===== config.mk =====
export PLATFORM = sky130hd
export DESIGN_NAME = utf8_to_utf32_decoder_flat
export DESIGN_NICKNAME = d
export VERILOG_FILES = /design/src/rtl/core/u8dec_pkg.sv /design/src/rtl/core/u8dec_if.sv /design/src/rtl/core/u8dec_step.sv /design/src/rtl/core/utf8_to_utf32_decoder.sv /design/src/flat_wrapper.sv
export SDC_FILE = /design/constraint.sdc
export NUM_CORES = 1
export LEC_CHECK = 0
export BUFFER_PORTS_ARGS = -buffer_cell sky130_fd_sc_hd__buf_2
export CORE_MARGIN = 2
export CORE_UTILIZATION = 25
export CTS_CLUSTER_DIAMETER = 80
export DETAILED_ROUTE_END_ITERATION = 10
export GPL_ROUTABILITY_DRIVEN = 1
export PLACE_DENSITY = 0.46
export SKIP_LAST_GASP = 1
export SLEW_MARGIN = 40
export SYNTH_ARGS = -nofsm -noshare
export SYNTH_HDL_FRONTEND = slang
export SYNTH_SLANG_ARGS = --single-unit

===== constraint.sdc =====
create_clock -name i_clk -period 8.33 [get_ports i_clk]
set_input_delay 1.666 -clock i_clk [delete_from_list [all_inputs] [get_ports i_clk]]
set_output_delay 1.666 -clock i_clk [all_outputs]
set_load 0.02 [all_outputs]

===== src/rtl/core/u8dec_pkg.sv =====
// ----------------------------------------------------------------------------
// UTF-8 decoder package
// Widths, status codes and state types shared by the decoder files.
// ----------------------------------------------------------------------------
package u8dec_pkg;

    localparam int BYTE_W = 8;
    localparam int CP_W   = 21;
    localparam int CNT_W  = 3;

    typedef enum logic [1:0] {
        ST_OK        = 2'd0,
        ST_ILLEGAL   = 2'd1,
        ST_TRUNCATED = 2'd2
    } t_status;

    typedef struct packed {
        logic [CNT_W-1:0]  bytes_left;
        logic [CP_W-1:0]   acc;
        logic [BYTE_W-1:0] lead;
        logic [CNT_W-1:0]  seen;
        logic              bad;
        logic              discarding;
    } t_state;

    typedef struct packed {
        logic            emit;
        logic [CP_W-1:0] code_point;
        t_status         status;
        logic            final_result;
    } t_result;

endpackage


===== src/rtl/core/u8dec_if.sv =====
// ----------------------------------------------------------------------------
// UTF-8 decoder channels
// Valid/ready channels for input bytes and decoded code points.
// ----------------------------------------------------------------------------
interface u8dec_in_if;
    logic       valid;
    logic       ready;
    logic [7:0] data_byte;
    logic       stream_end;

    modport source (output valid, output data_byte, output stream_end, input ready);
    modport sink   (input valid, input data_byte, input stream_end, output ready);
endinterface

interface u8dec_out_if;
    logic        valid;
    logic        ready;
    logic [20:0] code_point;
    logic [1:0]  status;
    logic        final_result;

    modport source (output valid, output code_point, output status, output final_result,
                    input ready);
    modport sink   (input valid, input code_point, input status, input final_result,
                    output ready);
endinterface


===== src/rtl/core/u8dec_step.sv =====
// ----------------------------------------------------------------------------
// UTF-8 decoder step
// Next sequence state and optional result for one byte.
// ----------------------------------------------------------------------------
module u8dec_step (
    input  u8dec_pkg::t_state  i_state,
    input  logic [7:0]         i_byte,
    input  logic               i_end,
    output u8dec_pkg::t_state  o_state,
    output u8dec_pkg::t_result o_res
);
    import u8dec_pkg::*;

    logic [CNT_W-1:0]  trail_cnt;
    logic [BYTE_W-1:0] lead_mask;
    logic [BYTE_W-1:0] lo;
    logic [BYTE_W-1:0] hi;
    logic              trail_ok;
    logic              done;
    t_state            st;
    t_result           res;

    always_comb begin
        if (i_byte < 8'hC0) begin
            trail_cnt = 3'd0;
        end else if (i_byte < 8'hE0) begin
            trail_cnt = 3'd1;
        end else if (i_byte < 8'hF0) begin
            trail_cnt = 3'd2;
        end else if (i_byte < 8'hF8) begin
            trail_cnt = 3'd3;
        end else if (i_byte < 8'hFC) begin
            trail_cnt = 3'd4;
        end else begin
            trail_cnt = 3'd5;
        end
    end

    always_comb begin
        case (trail_cnt)
            3'd0:    lead_mask = 8'h7F;
            3'd1:    lead_mask = 8'h3F;
            3'd2:    lead_mask = 8'h1F;
            3'd3:    lead_mask = 8'h0F;
            3'd4:    lead_mask = 8'h07;
            default: lead_mask = 8'h03;
        endcase
    end

    always_comb begin
        lo = 8'h80;
        hi = 8'hBF;
        if (i_state.seen == 3'd0) begin
            case (i_state.lead)
                8'hE0:   lo = 8'hA0;
                8'hED:   hi = 8'h9F;
                8'hF0:   lo = 8'h90;
                8'hF4:   hi = 8'h8F;
                default: ;
            endcase
        end
        trail_ok = (i_byte >= lo) && (i_byte <= hi);
    end

    always_comb begin
        st   = i_state;
        res  = '0;
        done = 1'b0;
        if (i_state.discarding) begin
            if (i_end) begin
                st = '0;
            end
        end else begin
            if (i_state.bytes_left == 3'd0) begin
                st.lead       = i_byte;
                st.seen       = 3'd0;
                st.bad        = ((i_byte >= 8'h80) && (i_byte < 8'hC2)) || (i_byte > 8'hF4);
                st.acc        = {{(CP_W-BYTE_W){1'b0}}, i_byte & lead_mask};
                st.bytes_left = trail_cnt;
                done          = (trail_cnt == 3'd0);
            end else begin
                st.bad        = i_state.bad | ~trail_ok;
                st.acc        = {i_state.acc[CP_W-7:0], i_byte[5:0]};
                st.seen       = i_state.seen + 3'd1;
                st.bytes_left = i_state.bytes_left - 3'd1;
                done          = (st.bytes_left == 3'd0);
            end
            if (!done) begin
                if (i_end) begin
                    res.emit         = 1'b1;
                    res.status       = ST_TRUNCATED;
                    res.final_result = 1'b1;
                    st               = '0;
                end
            end else begin
                res.emit         = 1'b1;
                res.status       = st.bad ? ST_ILLEGAL : ST_OK;
                res.code_point   = st.bad ? '0 : st.acc;
                res.final_result = i_end;
                st               = '0;
                st.discarding    = i_state.bad | (i_state.bytes_left == 3'd0 ?
                                   (((i_byte >= 8'h80) && (i_byte < 8'hC2)) || (i_byte > 8'hF4))
                                   : ~trail_ok);
                st.discarding    = st.discarding & ~i_end;
            end
        end
    end

    assign o_state = st;
    assign o_res   = res;

endmodule


===== src/rtl/core/utf8_to_utf32_decoder.sv =====
// ----------------------------------------------------------------------------
// UTF-8 to UTF-32 decoder
// Strict UTF-8 stream decoder, one byte per word in, one code point out.
//
//   channel  dir  payload                              role
//   i_byte   in   data_byte[7:0], stream_end           raw UTF-8 bytes
//   o_cp     out  code_point[20:0], status[1:0],       decoded results
//                 final_result
//
// One byte per clock sustained while the result channel is not stalled; each byte
// passes through the input register and is decoded into the result register.
// Reset clears sequence state and both valid flags; no clearing pass.
// A stalled result holds the decode stage; the input register fills only while empty.
// ----------------------------------------------------------------------------
module utf8_to_utf32_decoder (
    input  logic        i_clk,
    input  logic        i_rst_n,
    u8dec_in_if.sink    i_byte,
    u8dec_out_if.source o_cp
);
    import u8dec_pkg::*;

    logic              r_in_valid;
    logic [BYTE_W-1:0] r_in_byte;
    logic              r_in_end;
    t_state            r_state;
    t_state            n_state;
    t_result           n_res;
    logic              r_out_valid;
    logic [CP_W-1:0]   r_out_cp;
    t_status           r_out_status;
    logic              r_out_final;
    logic              out_free;
    logic              fire;

    assign out_free     = !r_out_valid || o_cp.ready;
    assign fire         = r_in_valid && out_free;
    assign i_byte.ready = !r_in_valid || fire;

    u8dec_step u_step (
        .i_state (r_state),
        .i_byte  (r_in_byte),
        .i_end   (r_in_end),
        .o_state (n_state),
        .o_res   (n_res)
    );

    always_ff @(posedge i_clk) begin
        if (!i_rst_n) begin
            r_in_valid  <= 1'b0;
            r_state     <= '0;
            r_out_valid <= 1'b0;
        end else begin
            if (i_byte.ready) begin
                r_in_valid <= i_byte.valid;
            end
            if (fire) begin
                r_state <= n_state;
            end
            if (out_free) begin
                r_out_valid <= fire && n_res.emit;
            end
        end
    end

    always_ff @(posedge i_clk) begin
        if (i_byte.valid && i_byte.ready) begin
            r_in_byte <= i_byte.data_byte;
            r_in_end  <= i_byte.stream_end;
        end
        if (fire && n_res.emit) begin
            r_out_cp     <= n_res.code_point;
            r_out_status <= n_res.status;
            r_out_final  <= n_res.final_result;
        end
    end

    assign o_cp.valid        = r_out_valid;
    assign o_cp.code_point   = r_out_cp;
    assign o_cp.status       = r_out_status;
    assign o_cp.final_result = r_out_final;

endmodule


===== src/flat_wrapper.sv =====
// flat-port wrapper written by rule: the top's interface ports become plain ports
module utf8_to_utf32_decoder_flat import u8dec_pkg::*;
  (i_clk, i_rst_n, i_byte_valid, i_byte_data_byte, i_byte_stream_end, i_byte_ready, o_cp_valid, o_cp_code_point, o_cp_status, o_cp_final_result, o_cp_ready);
  u8dec_in_if i_byte_i ();
  u8dec_out_if o_cp_i ();
  input  logic i_clk;
  input  logic i_rst_n;
  input wire logic [$bits(i_byte_i.valid)-1:0] i_byte_valid;
  input wire logic [$bits(i_byte_i.data_byte)-1:0] i_byte_data_byte;
  input wire logic [$bits(i_byte_i.stream_end)-1:0] i_byte_stream_end;
  output wire logic [$bits(i_byte_i.ready)-1:0] i_byte_ready;
  output wire logic [$bits(o_cp_i.valid)-1:0] o_cp_valid;
  output wire logic [$bits(o_cp_i.code_point)-1:0] o_cp_code_point;
  output wire logic [$bits(o_cp_i.status)-1:0] o_cp_status;
  output wire logic [$bits(o_cp_i.final_result)-1:0] o_cp_final_result;
  input wire logic [$bits(o_cp_i.ready)-1:0] o_cp_ready;
  assign i_byte_i.valid = i_byte_valid;
  assign i_byte_i.data_byte = i_byte_data_byte;
  assign i_byte_i.stream_end = i_byte_stream_end;
  assign i_byte_ready = i_byte_i.ready;
  assign o_cp_valid = o_cp_i.valid;
  assign o_cp_code_point = o_cp_i.code_point;
  assign o_cp_status = o_cp_i.status;
  assign o_cp_final_result = o_cp_i.final_result;
  assign o_cp_i.ready = o_cp_ready;
  utf8_to_utf32_decoder u_core (.i_clk(i_clk), .i_rst_n(i_rst_n), .i_byte(i_byte_i), .o_cp(o_cp_i));
endmodule

Word-level counts from Yosys, hierarchy flattened:

Index checks and enable logic that the tools add are counted.

* input port bits: 13
* register bits: 66
* word-level logic and storage cells: 88
* output and inout port bits: 26

* eq/ne operators: 9
* mux-type cells: 29
* $add $sub $neg: 2
* reductions and logical operators: 18
* order comparisons: 10
* bitwise gates (word level): 7

Operators by type and width (number)
* 37-bit 2-to-1 mux: 4
* 8-bit less-than comparator (second input constant): 6
* 21-bit 2-to-1 mux: 2
* 7-bit one-hot mux with 5 select lines: 1
* 8-bit == test (second input constant): 4
* 25-bit 2-to-1 mux: 1
* 24-bit 2-to-1 mux: 1
* 6-bit one-hot mux with 2 select lines: 2
* 3-bit 2-to-1 mux: 6
* 3-bit logical NOT: 4
* 6-bit 2-to-1 mux: 2
* 8-bit AND: 1
* 8-bit >= comparator: 1
* 8-bit >= comparator (second input constant): 1
* 8-bit greater-than comparator (second input constant): 1
* 8-bit less-or-equal comparator: 1
* 4-bit 2-to-1 mux: 2
* 8-bit 2-to-1 mux: 1
* 1-bit 2-to-1 mux: 7
* 3-bit by 2-bit == test with 1-bit output (second input constant): 2
* 1-bit logical AND: 5
* 3-bit by 1-bit adder with 3-bit output (second input constant): 1
* 3-bit by 1-bit == test with 1-bit output (second input constant): 1
* 3-bit == test (second input constant): 1
* 11 further kinds: 17

Longest topological paths before layout:

Gate-level depths: netlist (run 1).

* depth after elaboration: 14
* depth in mapped cells: 13
* depth with buffers taken out: 12

Cells and area by module:

From an unflattened synthesis (run 1), not the netlist that was laid out.

* cells, all modules: 394
* area total of the unflattened synthesis: 3886.2 um2

Modules (own cells, without submodules)
* utf8_to_utf32_decoder: times used 1, cells each 205, area an instance 2591.2 um2, sequential area each 1771.7 um2
* u8dec_step: times used 1, cells each 189, area an instance 1295.0 um2, sequential area each 0.0 um2

Worst setup path before layout (run 1):

No wires, ideal clock.

* path kind: input to output
* start: input o_cp_ready
* end: output i_byte_ready
* data required time: 6.664 ns
* data arrival time: 1.991 ns
* path buffers: 0
* cell stages on the path: 2
* path slack: 4.673 ns
* cell sequence: nor2b_1 > nand2_1

* cells in the longest elaborated chain, start to end: 3

RTL lines
* start: declaration: line flat_wrapper.sv:16 `input wire logic [$bits(o_cp_i.ready)-1:0] o_cp_ready;`
* 1-bit logical OR: line utf8_to_utf32_decoder.sv:36 `assign out_free = !r_out_valid || o_cp.ready;`
* 1-bit logical AND: line utf8_to_utf32_decoder.sv:37 `assign fire = r_in_valid && out_free;`
* 1-bit logical OR: line utf8_to_utf32_decoder.sv:38 `assign i_byte.ready = !r_in_valid || fire;`
* end: declaration: line flat_wrapper.sv:11 `output wire logic [$bits(i_byte_i.ready)-1:0] i_byte_ready;`

No other way between the ends.

Final worst setup path (run 1):

Same ends and word-level chain as after synthesis.

==> impl_results.md, run 1 <==
- Status: finished clean
- Peak supply drop: about 0.078 mV
- R2r worst-path depth: 12
- Pre-antenna DRT Iters: 4
- Initial antenna violation count: 0
- DRC: 0
- Initial Util: about a quarter
- Avg Cell Area, Syn: roughly 11 um^2
- Nets@finish: roughly 320
- Final Skew: 9.631 ps
- Crit path largest cell delay: around 190 ps
- Fillcell total: 1184
- Hold Path End: u_core.r_state[35]
- Share of flip-flops with an asynchronous set or reset: 0%
- CP Max Fanout: 3
- Combinational share of power: under 10%
- Vias per inst: 4.719
- Clk sink count: 66
- Final Cell Area: between 3000 and 4000 um^2
- Core box area: between 10000 and 15000 um^2
- Slew Viols, Final: 0
- Register clock-pin slew on the reported worst setup and hold paths: approximately 50 ps
- First-pass GRT wire length: 10.68 mm
- Synth top area share: about 34%
- LEAKAGE: between 1 and 1.5 nW
- Setup_tns: 0 ps
- Vias in the first global route: a little over 2000
- Root buffer cell: clkbuf_16
- RSZ-0062 raised after global routing: false
- Hold_buf cts: 0
- Worst Tran Pin Value: about 720 ps
- # setup viols final: 0
- Fin. Hold Viols: 0
- Synth Net Count: roughly 280
- Final GP Congestion: 0.8149
- Hpwl dp: around 4.4 mm
- Int Pwr: 0.5987 mW
- Die ar.: between 10000 and 15000 um^2
- Critical Path Start Type: input port
- Leading area contributor after synthesis: edfxtp_1
- Tmin final: ~3900 ps
- Most frequent CP cell: buf_2
- Average wire per cell in the routed design: around 14 um
- CTS Buf Count: 9
- Reg2Reg Launch Point: u_core.r_state[2]
- Synth warn: 0
- Placement Rows: 39
- Ys flop type: edfxtp_1
- Family with the most delay on the worst path: simple AND/OR/NAND/NOR gates
- Hold path startpoint: u_core.r_state[35]
- N_diodes: 0
- Gate Count Post-Synth: roughly 260
- Grt ovf: 0
- Die Ht: 111.8 um
- Hold Crit Depth: 2
- WP data arrival: about 2200 ps
- Critical Path Slowest Stage Cell: nor2b_1
- Antenna-violating nets left: 0
- Final worst setup slack: around 4500 ps
- CTS tree: yes
- Routed WL: around 6.5 mm
- Sequential area share after synthesis: approximately 57%
- Max_cap viols: 0
- Crit path buffers/inverters: 2
- Mapped cell area: just under 3000 um^2
- Post-synth EDFFs: 33
- R2R Path End: u_core.o_cp.code_point[20]
- Post-CTS Setup Inserts: 0
- Clock Path Buffers: 2
- Placement Setup Slack: between 4000 and 5000 ps
- Synth top area cells: edfxtp_1, dfxtp_1, and2_1
- Synth unique cells: 47
- H-Tree Depth: 3
- Power per cell area: between 200 and 250 nW/um^2
- Max-slew headroom: approximately 51%
- Critical Path RT: between 6000 and 7000 ps
- Critical Path Sink Type: primary output
- Switching part of the total: between 20% and 30%
- Io pins: 39
- CTS resizes: 0
- Clk_lat worst skew: 330 ps
- Flop pwr share: a little under half
- Gr usage total: between 10% and 20%
- Cell area after placement: 3241 um^2
- Drt initial violations: 81
- Post-synthesis register bit count: 66
- CP cell instances: buf_2 -> nor2b_1 -> nand2_1 -> buf_2
- Worst Path Class, Setup: in2out
- Fin crit share: between 40% and 50%
- Vias: around 2100
- Net switching power: 0.1770 mW
- Clock share of power: between 40% and 50%
- Finished Core Util: approximately 31%
- Power Total: just under 0.8 mW
- Worst min-delay path class: reg2reg
- Layout cells sized above 1: approximately 20%
- Port bufs: 38
- R2R setup slack: 5250 ps
- Die W: 111.8 um
- Pin count of the biggest net entering global routing: 26
- Fmax: ~260 MHz
- Area Overhead vs Synth: 21.55%
cell usage after synthesis, drive strengths merged, types with 2 or more instances:
cell type / n
a32o: 6
buf: 5
nor3b: 4
a22oi: 12
nand3: 7
o21ai: 5
dfxtp: 33
nor4: 2
a32oi: 4
a21oi: 11
nor3: 5
ha: 9
inv: 9
nor2: 26
nor2b: 5
and2: 24
and3b: 2
o21a: 6
clkbuf: 6
nand4: 2
and3: 7
or3: 2
a211oi: 6
nand2b: 6
edfxtp: 33
nand2: 10
worst min-delay path: stages, from the launching register on:
cell	delay, ps
dfxtp_1	310
nand2_1	50
a21oi_1	50
kinds of logic after synthesis:
logic type	count (synthesis)	synth area share, %
adder cells (fa/ha/maj)	9	3.879
buffers and inverters	20	2.974
AO/OA/AOI/OAI	60	15.78
multiplexers	1	0.3448
flip-flops	66	56.90
AND/OR/NAND/NOR	105	20.13
sequential cells by signal (all words and copies together), names as in the netlist:
| register | cells |
|---|---|
| u_core.o_cp.code_point | 21 |
| u_core.r_state | 31 |
| u_core.r_in_byte | 8 |
| u_core.o_cp.final_result | 1 |
| u_core.r_in_end | 1 |
| u_core.o_cp.valid | 1 |
| u_core.o_cp.status | 2 |
| u_core.r_in_valid | 1 |
power by group through the flow:
stage | logic, mW | registers (mW) | clock network [mW]
global route | 0.0533 | 0.363 | 0.389
CTS | 0.0492 | 0.362 | 0.374
global placement | 0.0484 | 0.369 | 0
detailed placement | 0.0490 | 0.369 | 0
floorplan | 0.0259 | 0.373 | 0
finish | 0.0481 | 0.362 | 0.365
metal layers:
metal	track usage [%]	part of all wire (%)
met5	0	0
met4	7.490	3.1
met3	3.048	3.7
met1	13.76	47
met2	16.32	47
stage by stage:
| stage | hold slack, ps | std cells |
|---|---|---|
| 6_report | 458.3 | 449 |
| 5_1_grt | 491.4 | 449 |
| 4_1_cts | 458.1 | 449 |
| 3_5_place_dp | 450.2 | 433 |
| 3_3_place_gp | 448.0 | 433 |
| 2_1_floorplan | 436.3 | 261 |
layout make-up:
cell class | instances | area [um^2] | share of cell area (%)
Tap cell | 143 | 178.9 | 5.071
Clock inverter | 6 | 58.81 | 1.667
Timing Repair Buffer | 40 | 205.2 | 5.816
Multi-Input combinational cell | 175 | 1171 | 33.19
Sequential cell | 66 | 1652 | 46.81
Clock buffer | 10 | 229.0 | 6.489
Inverter | 9 | 33.78 | 0.9574
how the worst max path moves through the flow:
stage / startpoint / end / slack, ps / cells past startpoint
floorplan: o_cp_ready / i_byte_ready / 4670 / 2
detailed placement: o_cp_ready / i_byte_ready / 4460 / 4
CTS: o_cp_ready / i_byte_ready / 4450 / 4
global route: o_cp_ready / i_byte_ready / 4390 / 4
global placement: o_cp_ready / i_byte_ready / 4480 / 4
finish: o_cp_ready / i_byte_ready / 4450 / 4
layout by cell type, fill, tap and decap left out, types with 2 or more instances in the layout:
| cell | n |
|---|---|
| nand2b_1 | 6 |
| buf_4 | 2 |
| o21a_1 | 5 |
| a32oi_1 | 4 |
| and3_1 | 7 |
| clkbuf_16 | 9 |
| clkinv_1 | 2 |
| a32o_1 | 6 |
| ha_1 | 9 |
| clkinv_2 | 2 |
| nand3_2 | 2 |
| nor2_1 | 26 |
| a211oi_1 | 4 |
| and3b_1 | 2 |
| nor3_1 | 4 |
| inv_1 | 8 |
| edfxtp_1 | 33 |
| nor2b_1 | 5 |
| a22oi_1 | 12 |
| nand4_1 | 2 |
| and2_1 | 22 |
| nand3_1 | 5 |
| nand2_1 | 10 |
| and2_0 | 2 |
| nor4_1 | 2 |
| clkinvlp_4 | 2 |
| o21ai_0 | 5 |
| buf_2 | 38 |
| a21oi_1 | 11 |
| dfxtp_1 | 33 |
| nor3b_1 | 4 |
Note: power is estimated with default switching activity, not from simulation.
==> inputs of run 2 (changes only) <==
Settings changed: ABC_AREA from default to 1, PLACE_DENSITY 0.46 to 0.47.
Clock period 8.33 ns to 3.3 ns, I/O delays scaled along.
==> run 2 against run 1 <==
Effect of this change: flip-flop and latch count is the same; hold slack better by 8.2 ps; non-clock buffer count fell by 1; synthesized cell count up 41%; global-route usage grew 0.13 points; die area grew 6.7%; setup slack got worse by 3800 ps; first-iteration DRC count grew 11%; combinational power rose to 3.3 times the previous value; largest cell class unchanged.
==> impl_results.md, run 2 <==
- Drt initial violations: 90
- Critical Path RT: about 3500 ps
- CP cell instances: inv_1 -> ha_1 -> inv_1 -> nor2_1 -> nand3_1 -> nor4_1 -> a31o_2 -> ha_1 -> nand2_1 -> nand2_1 -> nand2_1 -> nand2_1 -> nand2_1 -> nand2_1 -> nand2_1 -> nand4_4 -> nor2_2
- Synth Area in Compound Gates: 7.333%
- Most common cell after layout, fill and taps aside: nand2_1
- Core box area: ~12000 um^2
- Synth top area share: about a third
- Die Ht: 115.5 um
- Finished Core Util: about 31%
- Combinational share of power: under 10%
- Fin crit share: 80.96%
- Mapped cell area: approximately 3100 um^2
- Hold_buf cts: 0
- Synth warn: 0
- Nets@finish: 429
- Setup_tns: 0 ps
- Clk_lat worst skew: about 340 ps
- Critical path origin: u_core.r_state[2]
- CTS Buf Count: 9
- Fmax: 374.3 MHz
- Worst min-delay path class: reg2reg
- Post-CTS Setup Inserts: 0
- RSZ-0062 raised after global routing: false
- Status: finished clean
- Worst Tran Pin Value: 816.5 ps
- Synth Net Count: 390
- WP data arrival: 2850 ps
- Vias: roughly 2400
- Crit path buffers/inverters: 2
- Fin. Hold Viols: 0
- Peak supply drop: ~0.23 mV
- Commonest cells after routing, fill and taps aside: nand2_1, nor2_1, buf_2
- # setup viols final: 0
- Leading area contributor after synthesis: edfxtp_1
- DRC: 0
- Met3 routed WL: 300 um
- Slew Viols, Final: 0
- Antenna-violating nets left: 0
- Initial antenna violation count: 0
- Avg Cell Area, Syn: 8.439 um^2
- Gr usage total: between 10% and 20%
- Family with the most delay on the worst path: simple AND/OR/NAND/NOR gates
- Clock share of power: a little under 50%
- Max-slew headroom: between 40% and 50%
- Post-synthesis register bit count: 66
- Io pins: 39
- Commonest cells post-synth: nand2_1, nor2_1, inv_1, dfxtp_1, edfxtp_1
- Highest routed metal layer: met4
- H-Tree Depth: 3
- CP Max Fanout: 21
- WL met2: 3.179 mm
- LEAKAGE: 1.537 nW
- CTS tree: yes
- Synth Area in Adders: 3.626%
- Share of flip-flops with an asynchronous set or reset: 0%
- Synth Area in XOR/XNOR: 0.2820%
- Max reg flops: 31
- Synth top area cells: edfxtp_1, dfxtp_1, nand2_1
- R2R Path End: u_core.o_cp.code_point[6]
- Routed WL: between 6 and 7 mm
- Crit path largest cell delay: just under 400 ps
- Simple-gate share of the synthesized area: around 28%
- N_diodes: 0
- Layout cells sized above 1: between 20% and 30%
- Port bufs: 38
- Max_cap viols: 0
- Area Overhead vs Synth: 21.23%
- CTS resizes: 0
- Root buffer cell: clkbuf_16
- Worst path depth: 17
- Clock Path Buffers: 2
- Initial Util: approximately 26%
- Critical Path Sink Type: flop
- Post-synth EDFFs: 33
- First-pass GRT wire length: between 10 and 15 mm
- R2r worst-path depth: 17
- Final GP Congestion: ~0.87
- Synth unique cells: 29
- Final Skew: around 6.8 ps
- Biggest register: u_core.r_state
- Critical Path Start Type: flop
- Sequential area share after synthesis: about 53%
- Worst Path Class, Setup: reg2reg
- Net switching power: slightly below 0.5 mW
- Mux cell area share after synthesis: 0%
- Hpwl dp: 4.967 mm
- Fillcell total: about 1300
- Count leader, synth: nand2_1
- Die W: around 120 um
- Register clock-pin slew on the reported worst setup and hold paths: about 60 ps
- Critical Path Slowest Stage Cell: nand4_4
- Pre-antenna DRT Iters: 4
- Met1 WL: 3.196 mm
- Vias per inst: 4.179
- R2R setup slack: between 600 and 700 ps
- Switching part of the total: a little under a quarter
- Tmin final: between 2000 and 3000 ps
- Int Pwr: approximately 1.6 mW
- Average wire per cell in the routed design: 11.68 um
- Gate Count Post-Synth: 368
- Largest family of logic cells by synthesized area: simple AND/OR/NAND/NOR gates
- Ys flop type: edfxtp_1
- Flop pwr share: a little over two fifths
- Placement Rows: 40
- Power per cell area: between 500 and 600 nW/um^2
- Vias in the first global route: between 2000 and 2500
- Worst Setup EP: u_core.o_cp.code_point[6]
- Clk sink count: 66
- Most frequent CP cell: nand2_1
- Pin count of the biggest net entering global routing: 26
- Grt ovf: 0
- Die ar.: between 10000 and 15000 um^2
- Reg2Reg Launch Point: u_core.r_state[2]
## run 2: cells by family (layout without fill, tap and decap cells)
group / Yosys count / after routing
AOI/OAI and AO/OA: 42 / 42
xor gates and xnor gates: 1 / 1
adders and majority gates: 9 / 9
buffers and inverters: 53 / 97
DFF: 66 / 66
and+or+nand+nor: 197 / 197
## run 2: per-layer routing
layer / track usage (%) / vias up
met5: 0 / -
met3: 3.766 / 7
met1: 13.07 / 1111
met4: 4.980 / 0
met2: 18.28 / 48
li1: - / 1258
## run 2: worst min path at each step
stage | slack (ps) | cells after the start | to | from
6_report | 470 | 2 | u_core.r_state[25] | u_core.r_state[25]
5_1_grt | 480 | 1 | u_core.r_in_byte[0] | i_byte_data_byte[0]
4_1_cts | 470 | 2 | u_core.r_state[23] | u_core.r_state[23]
3_5_place_dp | 460 | 2 | u_core.r_state[23] | u_core.r_state[23]
3_3_place_gp | 450 | 2 | u_core.r_state[35] | u_core.r_state[35]
2_1_floorplan | 440 | 2 | u_core.r_state[13] | u_core.r_state[13]
## run 2: per-stage QoR
stage                     worst slack (ps)  instances  power (mW)  cell area, um^2  hold slack [ps]
after CTS                            287.3        580       2.110             3756            466.4
after global routing                 234.4        580       2.172             3765            484.8
after floorplan                       1100        368       1.044             3105            441.3
after detailed placement             329.0        564       1.087             3437            458.0
after global placement               422.3        564       1.086             3437            454.0
final                                628.3        580       2.081             3765            466.6
## run 2: power groups by stage
stage                     combinational, mW  sequential, mW  clock, mW
after detailed placement              0.158           0.929          0
after floorplan                       0.103           0.941          0
final                                 0.157           0.912       1.01
after CTS                             0.158           0.912       1.04
after global routing                  0.180           0.915       1.08
after global placement                0.157           0.929          0
## run 2: final cells by class
class,instances,area (um^2),area share [%]
Timing Repair Buffer,39,197.7,5.251
Inverter,42,160.2,4.254
Multi-Input combinational cell,249,1226,32.57
Clock inverter,7,93.84,2.493
Tap cell,168,210.2,5.583
Clock buffer,9,225.2,5.982
Sequential cell,66,1652,43.87
## run 2: worst reg2reg max path, delay by kind of cell, from the launching register on
family / cells / cell delay [ps]
AO/OA/AOI/OAI: 1 / 160
adder cells (fa/ha/maj): 2 / 370
buffers and inverters: 2 / 120
flip-flops: 1 / 320
AND/OR/NAND/NOR: 12 / 1540
